### src/hw/rtl/jaa_divider.sv
// Restoring divider, one quotient bit per cycle, for the final normalizations.
// No dependencies; the top level sets the numerator and denominator widths.
`timescale 1ns / 1ps
module jaa_divider #(
   parameter int NUM_W = 72,
   parameter int DEN_W = 60
) (
   input  logic             clock,
   input  logic             reset,
   input  logic             start,
   input  logic [NUM_W-1:0] numer,
   input  logic [DEN_W-1:0] denom,
   output logic             busy,
   output logic [NUM_W-1:0] quot
);
   localparam int CNT_W = $clog2(NUM_W + 1);
   logic [NUM_W-1:0] quot_ff, quot_in;
   logic [DEN_W:0]   rem_ff, rem_in;
   logic [DEN_W-1:0] den_ff, den_in;
   logic [CNT_W-1:0] cnt_ff, cnt_in;
   logic [DEN_W:0]   trial;

   always_comb begin
      quot_in = quot_ff;
      rem_in  = rem_ff;
      den_in  = den_ff;
      cnt_in  = cnt_ff;
      trial   = {rem_ff[DEN_W-1:0], quot_ff[NUM_W-1]};
      if (start) begin
         quot_in = numer;
         rem_in  = '0;
         den_in  = denom;
         cnt_in  = CNT_W'(NUM_W);
      end else if (cnt_ff != '0) begin
         if (trial >= {1'b0, den_ff}) begin
            rem_in = trial - {1'b0, den_ff};
            quot_in = {quot_ff[NUM_W-2:0], 1'b1};
         end else begin
            rem_in = trial;
            quot_in = {quot_ff[NUM_W-2:0], 1'b0};
         end
         cnt_in = cnt_ff - CNT_W'(1);
      end
   end

   always_ff @(posedge clock) begin
      if (reset) begin
         cnt_ff <= '0;
      end else begin
         cnt_ff <= cnt_in;
      end
      quot_ff <= quot_in;
      rem_ff  <= rem_in;
      den_ff  <= den_in;
   end

   assign busy = (cnt_ff != '0) || start;
   assign quot = quot_ff;
endmodule

### config.mk
export PLATFORM = sky130hd
export DESIGN_NAME = jaa_divider
export DESIGN_NICKNAME = d
export VERILOG_FILES = /design/src/hw/rtl/jaa_divider.sv
export SDC_FILE = /design/constraint.sdc
export NUM_CORES = 1
export LEC_CHECK = 0
export BUFFER_PORTS_ARGS = -buffer_cell sky130_fd_sc_hd__buf_2
export CORE_MARGIN = 10
export CORE_UTILIZATION = 49
export CTS_CLUSTER_DIAMETER = 30
export CTS_CLUSTER_SIZE = 24
export DETAILED_ROUTE_END_ITERATION = 12
export PLACE_DENSITY = 0.71
export SLEW_MARGIN = 5
export SYNTH_ARGS = -nofsm -noshare
export SYNTH_HDL_FRONTEND = slang
export SYNTH_SLANG_ARGS = --single-unit
export TNS_END_PERCENT = 1
### constraint.sdc
create_clock -name clock -period 8.3 [get_ports clock]
set_clock_uncertainty 0.2 [all_clocks]
set_input_delay 0.83 -clock clock [delete_from_list [all_inputs] [get_ports clock]]
set_output_delay 0.83 -clock clock [all_outputs]
set_load 0.01 [all_outputs]
# Word-level counts from Yosys, hierarchy flattened
# Cells that the tools add are included.
[totals]
in_bits = 135
wordCells = 18
out_inout_bits = 73
ff_bits = 199
[op_classes]
muxes = 6
order_cmp = 1
reduce_logical = 4
n_addsub = 2
[op_table]
columns = ["cell", "n"]
rows = [
  ["$mux 72", 2],
  ["$ge 61x60->1", 1],
  ["$mux 60", 1],
  ["$sub 60x60->60", 1],
  ["$mux 7", 2],
  ["$reduce_bool 7->1", 1],
  ["$sub 7x1->7 const B", 1],
  ["$reduce_bool 2->1", 1],
  ["$reduce_or 2->1", 1],
  ["$logic_or 1x1->1", 1],
  ["$mux 1", 1],
]

# Depth between registers and ports, before layout
# Gate-level depths: netlist of run 1.
[logic_depth]
word_depth = 4
ltp_mapped = 16

# Worst setup path before layout of run 1
# OpenSTA, ideal clock, no wires.
[synth_timing]
path_type = "register -> output"
start = "register cnt_ff[0]"
end = "output busy"
stages_incl_launch_ff = 9
required_time_ns = 7.270
path_slack_ns = 4.536
arrival_time_ns = 2.734
n_path_buf = 1
cell_sequence = "dfxtp_1 inv_1 ha_1 nand2_1 or3_1 or2_2 nor2_1 clkbuf_1 inv_1"
[synth_between]
elab_chain_cells = 2
[synth_rtl]
columns = ["element", "line", "source"]
rows = [
  ["start, declared", "20", "logic [CNT_W-1:0] cnt_ff, cnt_in;"],
  ["start signal, assigned", "50", "cnt_ff <= cnt_in;"],
  ["$reduce_bool 7->1", "57", "assign busy = (cnt_ff != '0) || start;"],
  ["$logic_or 1x1->1", "57", ""],
  ["end, declared", "13", "output logic busy,"],
]
# No other way between the ends.

# Worst setup path in the final report of run 1
[layout_timing]
start = "register den_ff[18]"
end = "register rem_ff[44]"
[layout_between]
elab_chain_cells = 2
[layout_rtl]
columns = ["element", "line", "source"]
rows = [
  ["start, declared", "19", "logic [DEN_W-1:0] den_ff, den_in;"],
  ["start signal, assigned", "54", "den_ff <= den_in;"],
  ["$sub 60x60->60 / $ge 61x60->1 (equally long branches)", "36, 35", ""],
  ["$mux 60 *", "35", "if (trial >= {1'b0, den_ff}) begin"],
  ["end signal, assigned", "53", "rem_ff <= rem_in;"],
  ["end, declared", "18", "logic [DEN_W:0] rem_ff, rem_in;"],
]
# Every way passes the cells marked *; elsewhere a longest branch is shown, timed or not.
# A chain may end at the register's enable or synchronous reset.

==> flow_metrics.py, run 1 <==
metrics = {
    "cts": {
        "postCtsHoldBufs": 0,
        "cts-root-buf": "clkbuf_16",
        "cts_resized": 0,
        "clock-sinks": 199,
        "htree_levels": 4,
        "cts_tree": "built",
        "clk_path_buf_depth": 2,
        "clk_pin_slew_ps": 80,
        "post_cts_buffers": 0,
        "numCtsBuffers": 17,
        "worstSkewPairLatency_ps": 450,
    },
    "synth": {
        "synth_top_area_share_pct": 33.2,
        "ys_warn_count": 0,
        "synth_ff_type": "edfxtp_1",
        "synth-edff-count": 132,
        "synth_area_leaders": "edfxtp_1 33%, dfxtp_1 11%, mux2_2 6.8%, ha_1 6.4%, a311oi_2 3.1%",
        "syn_area_per_cell_um2": 10.2,
        "synthArstFlopShare_pct": 0,
        "ys_ff_latch": 199,
        "seq_area_frac_synth_pct": 44.4,
        "syn-cell-area_um2": 11900,
        "syn_inst": 1171,
        "yosysUniqueCellTypes": 78,
        "synth_most_common_cell": "edfxtp_1",
        "syn_nets": 1368,
        "yosys-top-cells-count": "132 x edfxtp_1, 96 x nand2_1, 86 x nor2_1",
        "yosysTopAreaCell": "edfxtp_1",
    },
    "pwr": {
        "power_density_nw_per_um2": 339,
        "intPower_w": 0.00265,
        "seq_power_share_pct": 31.9,
        "irDropWorstVdd_mv": 0.182,
        "pwr-share-clk_pct": 18.9,
        "switchingPower_w": 0.00199,
        "combPwrFrac_pct": 49.2,
        "p_leak_nw": 5.98,
        "swShare_pct": 42.9,
    },
    "timing": {
        "fmax_mhz": 258,
        "hold_viol": 0,
        "whs_ps": 268,
        "period_needed_ps": 3880,
        "rsz0062_at_grt": "false",
        "setup_tns_ps": 0,
        "finalCritPeriodShare_pct": 46.8,
        "drv_slew": 0,
        "timing.slew.headroom_pct": 37.0,
        "worst_pin_slew_ps": 945,
        "final-setup-viol-count": 0,
    },
    "routing": {
        "routedWlPerCell_um": 19.2,
        "postRouteAntennaNets": 0,
        "drt_iter0_drc": 706,
        "firstDrtPassIters": 5,
        "routed_wl_um": 32000,
        "vias_per_cell": 5.70,
        "drc_errors": 0,
        "num_vias": 9508,
    },
    "run_status": {
        "status": "finished, final reports clean",
    },
    "finish": {
        "fin_util_pct": 56.7,
        "area_growth_pct": 14.9,
        "n_antenna_cell": 0,
        "final_layout_size_suffix_gt1_share_pct": 28.8,
        "nets": 1529,
    },
    "hold_path": {
        "holdCritStartpoint": "rem_ff[59]",
        "hp-class": "reg2reg",
    },
    "floorplan": {
        "chipWidth_um": 176,
        "core_um2": 24200,
        "io_pins": 208,
        "start_util_pct": 49.4,
        "die_h_um": 176,
        "dieArea_um2": 31000,
        "row_count": 57,
    },
    "worst_setup_path": {
        "required_ps": 8380,
        "critical_path.max_fanout": 28,
        "regToRegStartpoint": "den_ff[18]",
        "cp-start-kind": "register",
        "crit_type": "reg2reg",
        "critical_path.startpoint": "den_ff[18]",
        "crit_arrival_ps": 3960,
        "end_kind": "register",
    },
    "global_routing": {
        "antenna_found_initial": 2,
        "grt_start_max_net_pins": 75,
        "track_usage_pct": 20.6,
        "grt_pass1_vias": 9719,
        "gr-total-overflow": 0,
        "grt_pass1_wl_um": 52000,
    },
    "placement": {
        "numPortBuffers": 207,
        "gp_congestion": 0.926,
        "dp_hpwl_um": 23600,
    },
    "flow_run": {
        "maxCapViolations": 0,
    },
}
worst paths after layout:
path	endpoint	depth (start not counted)	slack, ps
setup / recovery	rem_ff[44]	13	4420
hold reg to reg	rem_ff[59]	2	270
setup reg to reg	rem_ff[44]	13	4420
hold / removal	rem_ff[59]	2	270
final cells by class:
type                       instances  area [um^2]
fill                            2127        10500
sequential                       199         5310
inverter                          76          285
multi-input combinational        822         5970
clock inverter                    14          195
timing repair buffer             216         1110
clock buffer                      18          439
tap                              324          405
flip-flops by register name (all words and copies together) (netlist names):
name    cells
rem_ff     60
quot       72
den_ff     60
cnt_ff      7
routing by layer:
| metal | up-vias | track usage (%) | wire [um] |
|---|---|---|---|
| li1 | 4602 | - | - |
| met1 | 4579 | 26.1 | 14100 |
| met2 | 294 | 32.8 | 14700 |
| met3 | 31 | 7.58 | 2710 |
| met4 | 2 | 4.84 | 454 |
| met5 | - | 0 | 7 |
cells by family (layout without fill, tap and decap cells):
| group | after synthesis | count (layout) | share of synthesized area [%] |
|---|---|---|---|
| AOI/OAI and AO/OA | 301 | 301 | 18.7 |
| xor gates and xnor gates | 58 | 58 | 4.26 |
| adders and majority gates | 62 | 62 | 6.56 |
| buffers and inverters | 150 | 324 | 5.56 |
| DFF | 199 | 199 | 44.4 |
| and+or+nand+nor | 322 | 322 | 13.1 |
| muxes | 79 | 79 | 7.38 |
critical path, cell delays in order (launching register included):
cell      delay (ps)
edfxtp_1         330
inv_1             40
ha_1             430
nand4_1          220
nor3_4           210
nand3_2          100
a211oi_2         250
o21ai_1          100
and2_4           190
o41ai_4          280
a211o_2          490
buf_4            500
mux2i_1          250
a211oi_1          90
through the flow:
step	cell area [um^2]	worst slack [ps]	total power, W	instances
4_1_cts	13700	4430	0.00465	1669
5_1_grt	13700	4090	0.00498	1669
3_3_place_gp	13100	4540	0.00372	1637
3_5_place_dp	13100	4440	0.00375	1637
6_report	13700	4420	0.00464	1669
2_1_floorplan	11900	4540	0.00326	1171
placed cells by master (no fill, tap or decap), drive strengths merged, types with 4 or more instances in the layout:
master	n
a211oi	22
a21o	46
a21oi	66
a311oi	26
a31oi	14
a32oi	4
and2	6
and3	7
buf	216
clkbuf	18
clkinv	8
dfxtp	67
edfxtp	132
ha	61
inv	82
mux2	72
mux2i	7
nand2	118
nand2b	7
nand3	14
nand4	27
nor2	86
nor2b	7
nor3	29
nor4	6
o21a	10
o21ai	59
o21bai	13
o31a	4
o31ai	5
or2	5
xnor2	40
xor2	18
power groups by stage:
stage          Clock (W)  Sequential (W)  Combinational [W]
2_1_floorplan          0         0.00149            0.00177
5_1_grt         0.000935         0.00152            0.00253
6_report        0.000877         0.00148            0.00228
3_3_place_gp           0         0.00149            0.00222
4_1_cts         0.000896         0.00148            0.00227
3_5_place_dp           0         0.00150            0.00225
No activity file was read; power rests on OpenSTA's default activity.
==> run 2, diff against run 1 <==
- clock period: 8.3 -> 3.9 ns (I/O delays scaled with it)
==> run 2 against run 1 <==
  * Final cell count grew 4.1%
  * Critical path depth is the same
  * Fmax grew 12%
  * Worst hold slack lost 240 ps
  * Core utilization grew 2.9 points
  * Power grew 120%
  * Largest power group unchanged
==> flow_metrics.py, run 2 (same netlist as run 1, synthesis figures left out) <==
metrics = {
    "run_status": {
        "status": "finished, final reports clean",
    },
    "cts": {
        "cts_resized": 0,
        "clk_pin_slew_ps": 80,
        "clk_path_buf_depth": 2,
        "htree_levels": 4,
        "worstSkewPairLatency_ps": 450,
        "clock-sinks": 199,
        "post_cts_buffers": 0,
        "cts-root-buf": "clkbuf_16",
        "cts_tree": "built",
        "numCtsBuffers": 17,
    },
    "global_routing": {
        "track_usage_pct": 20.7,
        "gr-total-overflow": 0,
        "antenna_found_initial": 4,
        "grt_start_max_net_pins": 71,
        "grt_pass1_vias": 9747,
        "grt_pass1_wl_um": 52000,
    },
    "finish": {
        "area_growth_pct": 20.7,
        "nets": 1596,
        "final_cell_mix": "206 x buf_2, 132 x edfxtp_1, 96 x nand2_1",
        "largest_register_ffs": 72,
        "final_layout_size_suffix_gt1_share_pct": 27.9,
        "fin_util_pct": 59.6,
        "final_area_um2": 14400,
        "fillers": 2091,
        "final_common_cell": "buf_2",
    },
    "placement": {
        "place_area_um2": 13100,
        "dp_hpwl_um": 24000,
        "numPortBuffers": 207,
        "gp_congestion": 0.947,
    },
    "floorplan": {
        "io_pins": 208,
        "die_h_um": 176,
        "dieArea_um2": 31000,
        "start_util_pct": 49.4,
        "row_count": 57,
        "core_um2": 24200,
        "chipWidth_um": 176,
    },
    "pwr": {
        "pwr-share-clk_pct": 19.3,
        "combPwrFrac_pct": 49.2,
        "switchingPower_w": 0.00426,
        "p_leak_nw": 6.28,
        "seq_power_share_pct": 31.4,
        "irDropWorstVdd_mv": 0.329,
        "intPower_w": 0.00579,
        "swShare_pct": 42.4,
        "power_density_nw_per_um2": 697,
    },
    "hold_path": {
        "hp-class": "in2reg",
    },
    "worst_setup_path": {
        "critical_path.max_fanout": 4,
        "crit_type": "reg2reg",
        "crit_chain": "inv_1 -> ha_1 -> nor2b_1 -> o31a_1 -> o21ai_1 -> a21oi_1 -> a41oi_1 -> o21ai_1 -> a21oi_1 -> o21bai_1 -> xor2_1 -> nand2_2 -> a311oi_2",
        "crit_arrival_ps": 3610,
        "required_ps": 4050,
        "slowest_delay_ps": 450,
        "r2r_slack_ps": 450,
        "cp_slowest_cell": "a41oi_1",
        "end_kind": "register",
        "cp-start-kind": "register",
    },
    "timing": {
        "fmax_mhz": 290,
        "hold_viol": 0,
        "setup_tns_ps": 0,
        "final-setup-viol-count": 0,
        "finalCritPeriodShare_pct": 88.5,
        "period_needed_ps": 3450,
        "worst_pin_slew_ps": 995,
        "timing.slew.headroom_pct": 33.4,
        "rsz0062_at_grt": "false",
        "drv_slew": 0,
    },
    "routing": {
        "vias_per_cell": 5.59,
        "routedWlPerCell_um": 18.5,
        "firstDrtPassIters": 5,
        "drt_iter0_drc": 642,
        "drc_errors": 0,
        "postRouteAntennaNets": 0,
        "num_vias": 9718,
        "routed_wl_um": 32100,
    },
    "flow_run": {
        "maxCapViolations": 0,
    },
}
## run 2: cell count changes in the layout (fill, tap and decap cells not counted), moves of 2 or more
cell / before / now
buf_4: 9 / 13
dlygate4sd3_1: 0 / 61
inv_12: 2 / 5
buf_12: 0 / 2
clkinv_8: 7 / 4
## run 2: timing repair
| item | CTS | global route |
|---|---|---|
| hold buffers | 61 | 0 |
| hold endpoints to repair | 62 | 0 |
| endpoints found under the setup margin | 0 | 0 |
## run 2: path summary, 6_finish.rpt
check                                 from         end  cells past startpoint
worst max-delay path             den_ff[1]  rem_ff[21]                     13
worst min-delay path                 start  rem_ff[54]                      2
worst max register to register   den_ff[1]  rem_ff[21]                     13
worst min register to register  rem_ff[59]  rem_ff[59]                      2
## run 2: power groups by stage
stage	Sequential [W]	Combinational [W]	Clock, W
floorplan	0.00318	0.00376	0
global placement	0.00318	0.00479	0
detailed placement	0.00319	0.00484	0
CTS	0.00316	0.00492	0.00199
global route	0.00322	0.00546	0.00206
finish	0.00316	0.00495	0.00194
## run 2: area by class of cell
cell class	count	area [um^2]	share of cell area, %
tap	324	405	2.81
clock inverter	15	228	1.58
sequential	199	5310	36.8
multi-input combinational	822	5970	41.4
antenna	1	2.50	0.0174
clock buffer	17	425	2.95
inverter	76	285	1.98
timing repair buffer	283	1790	12.4
## run 2: worst max-delay path: cells and delay by family, from the launching register on
kind                       cells  cell delay, ps
DFF                            1             440
adders and majority gates      1             230
xor gates and xnor gates       1             180
and+or+nand+nor                2             230
AOI/OAI and AO/OA              8            2000
buffers and inverters          1              80
## run 2: routing by layer
layer / global-route usage [%] / vias to the layer above / part of all wire, %
met1: 26.1 / 4606 / 43
met5: 0 / - / 0.078
li1: - / 4747 / -
met3: 7.54 / 41 / 9.2
met2: 32.8 / 320 / 46
met4: 5.86 / 4 / 1.8
## run 2: metrics by stage
stage                     std cells  worst slack (ps)  hold slack (ps)  power, W
after floorplan                1171               379              235   0.00695
after CTS                      1736               447             10.3    0.0101
after detailed placement       1643               467              258   0.00803
final                          1737               447             31.7    0.0100
after global placement         1643               519              251   0.00797
after global routing           1737               134             19.3    0.0107
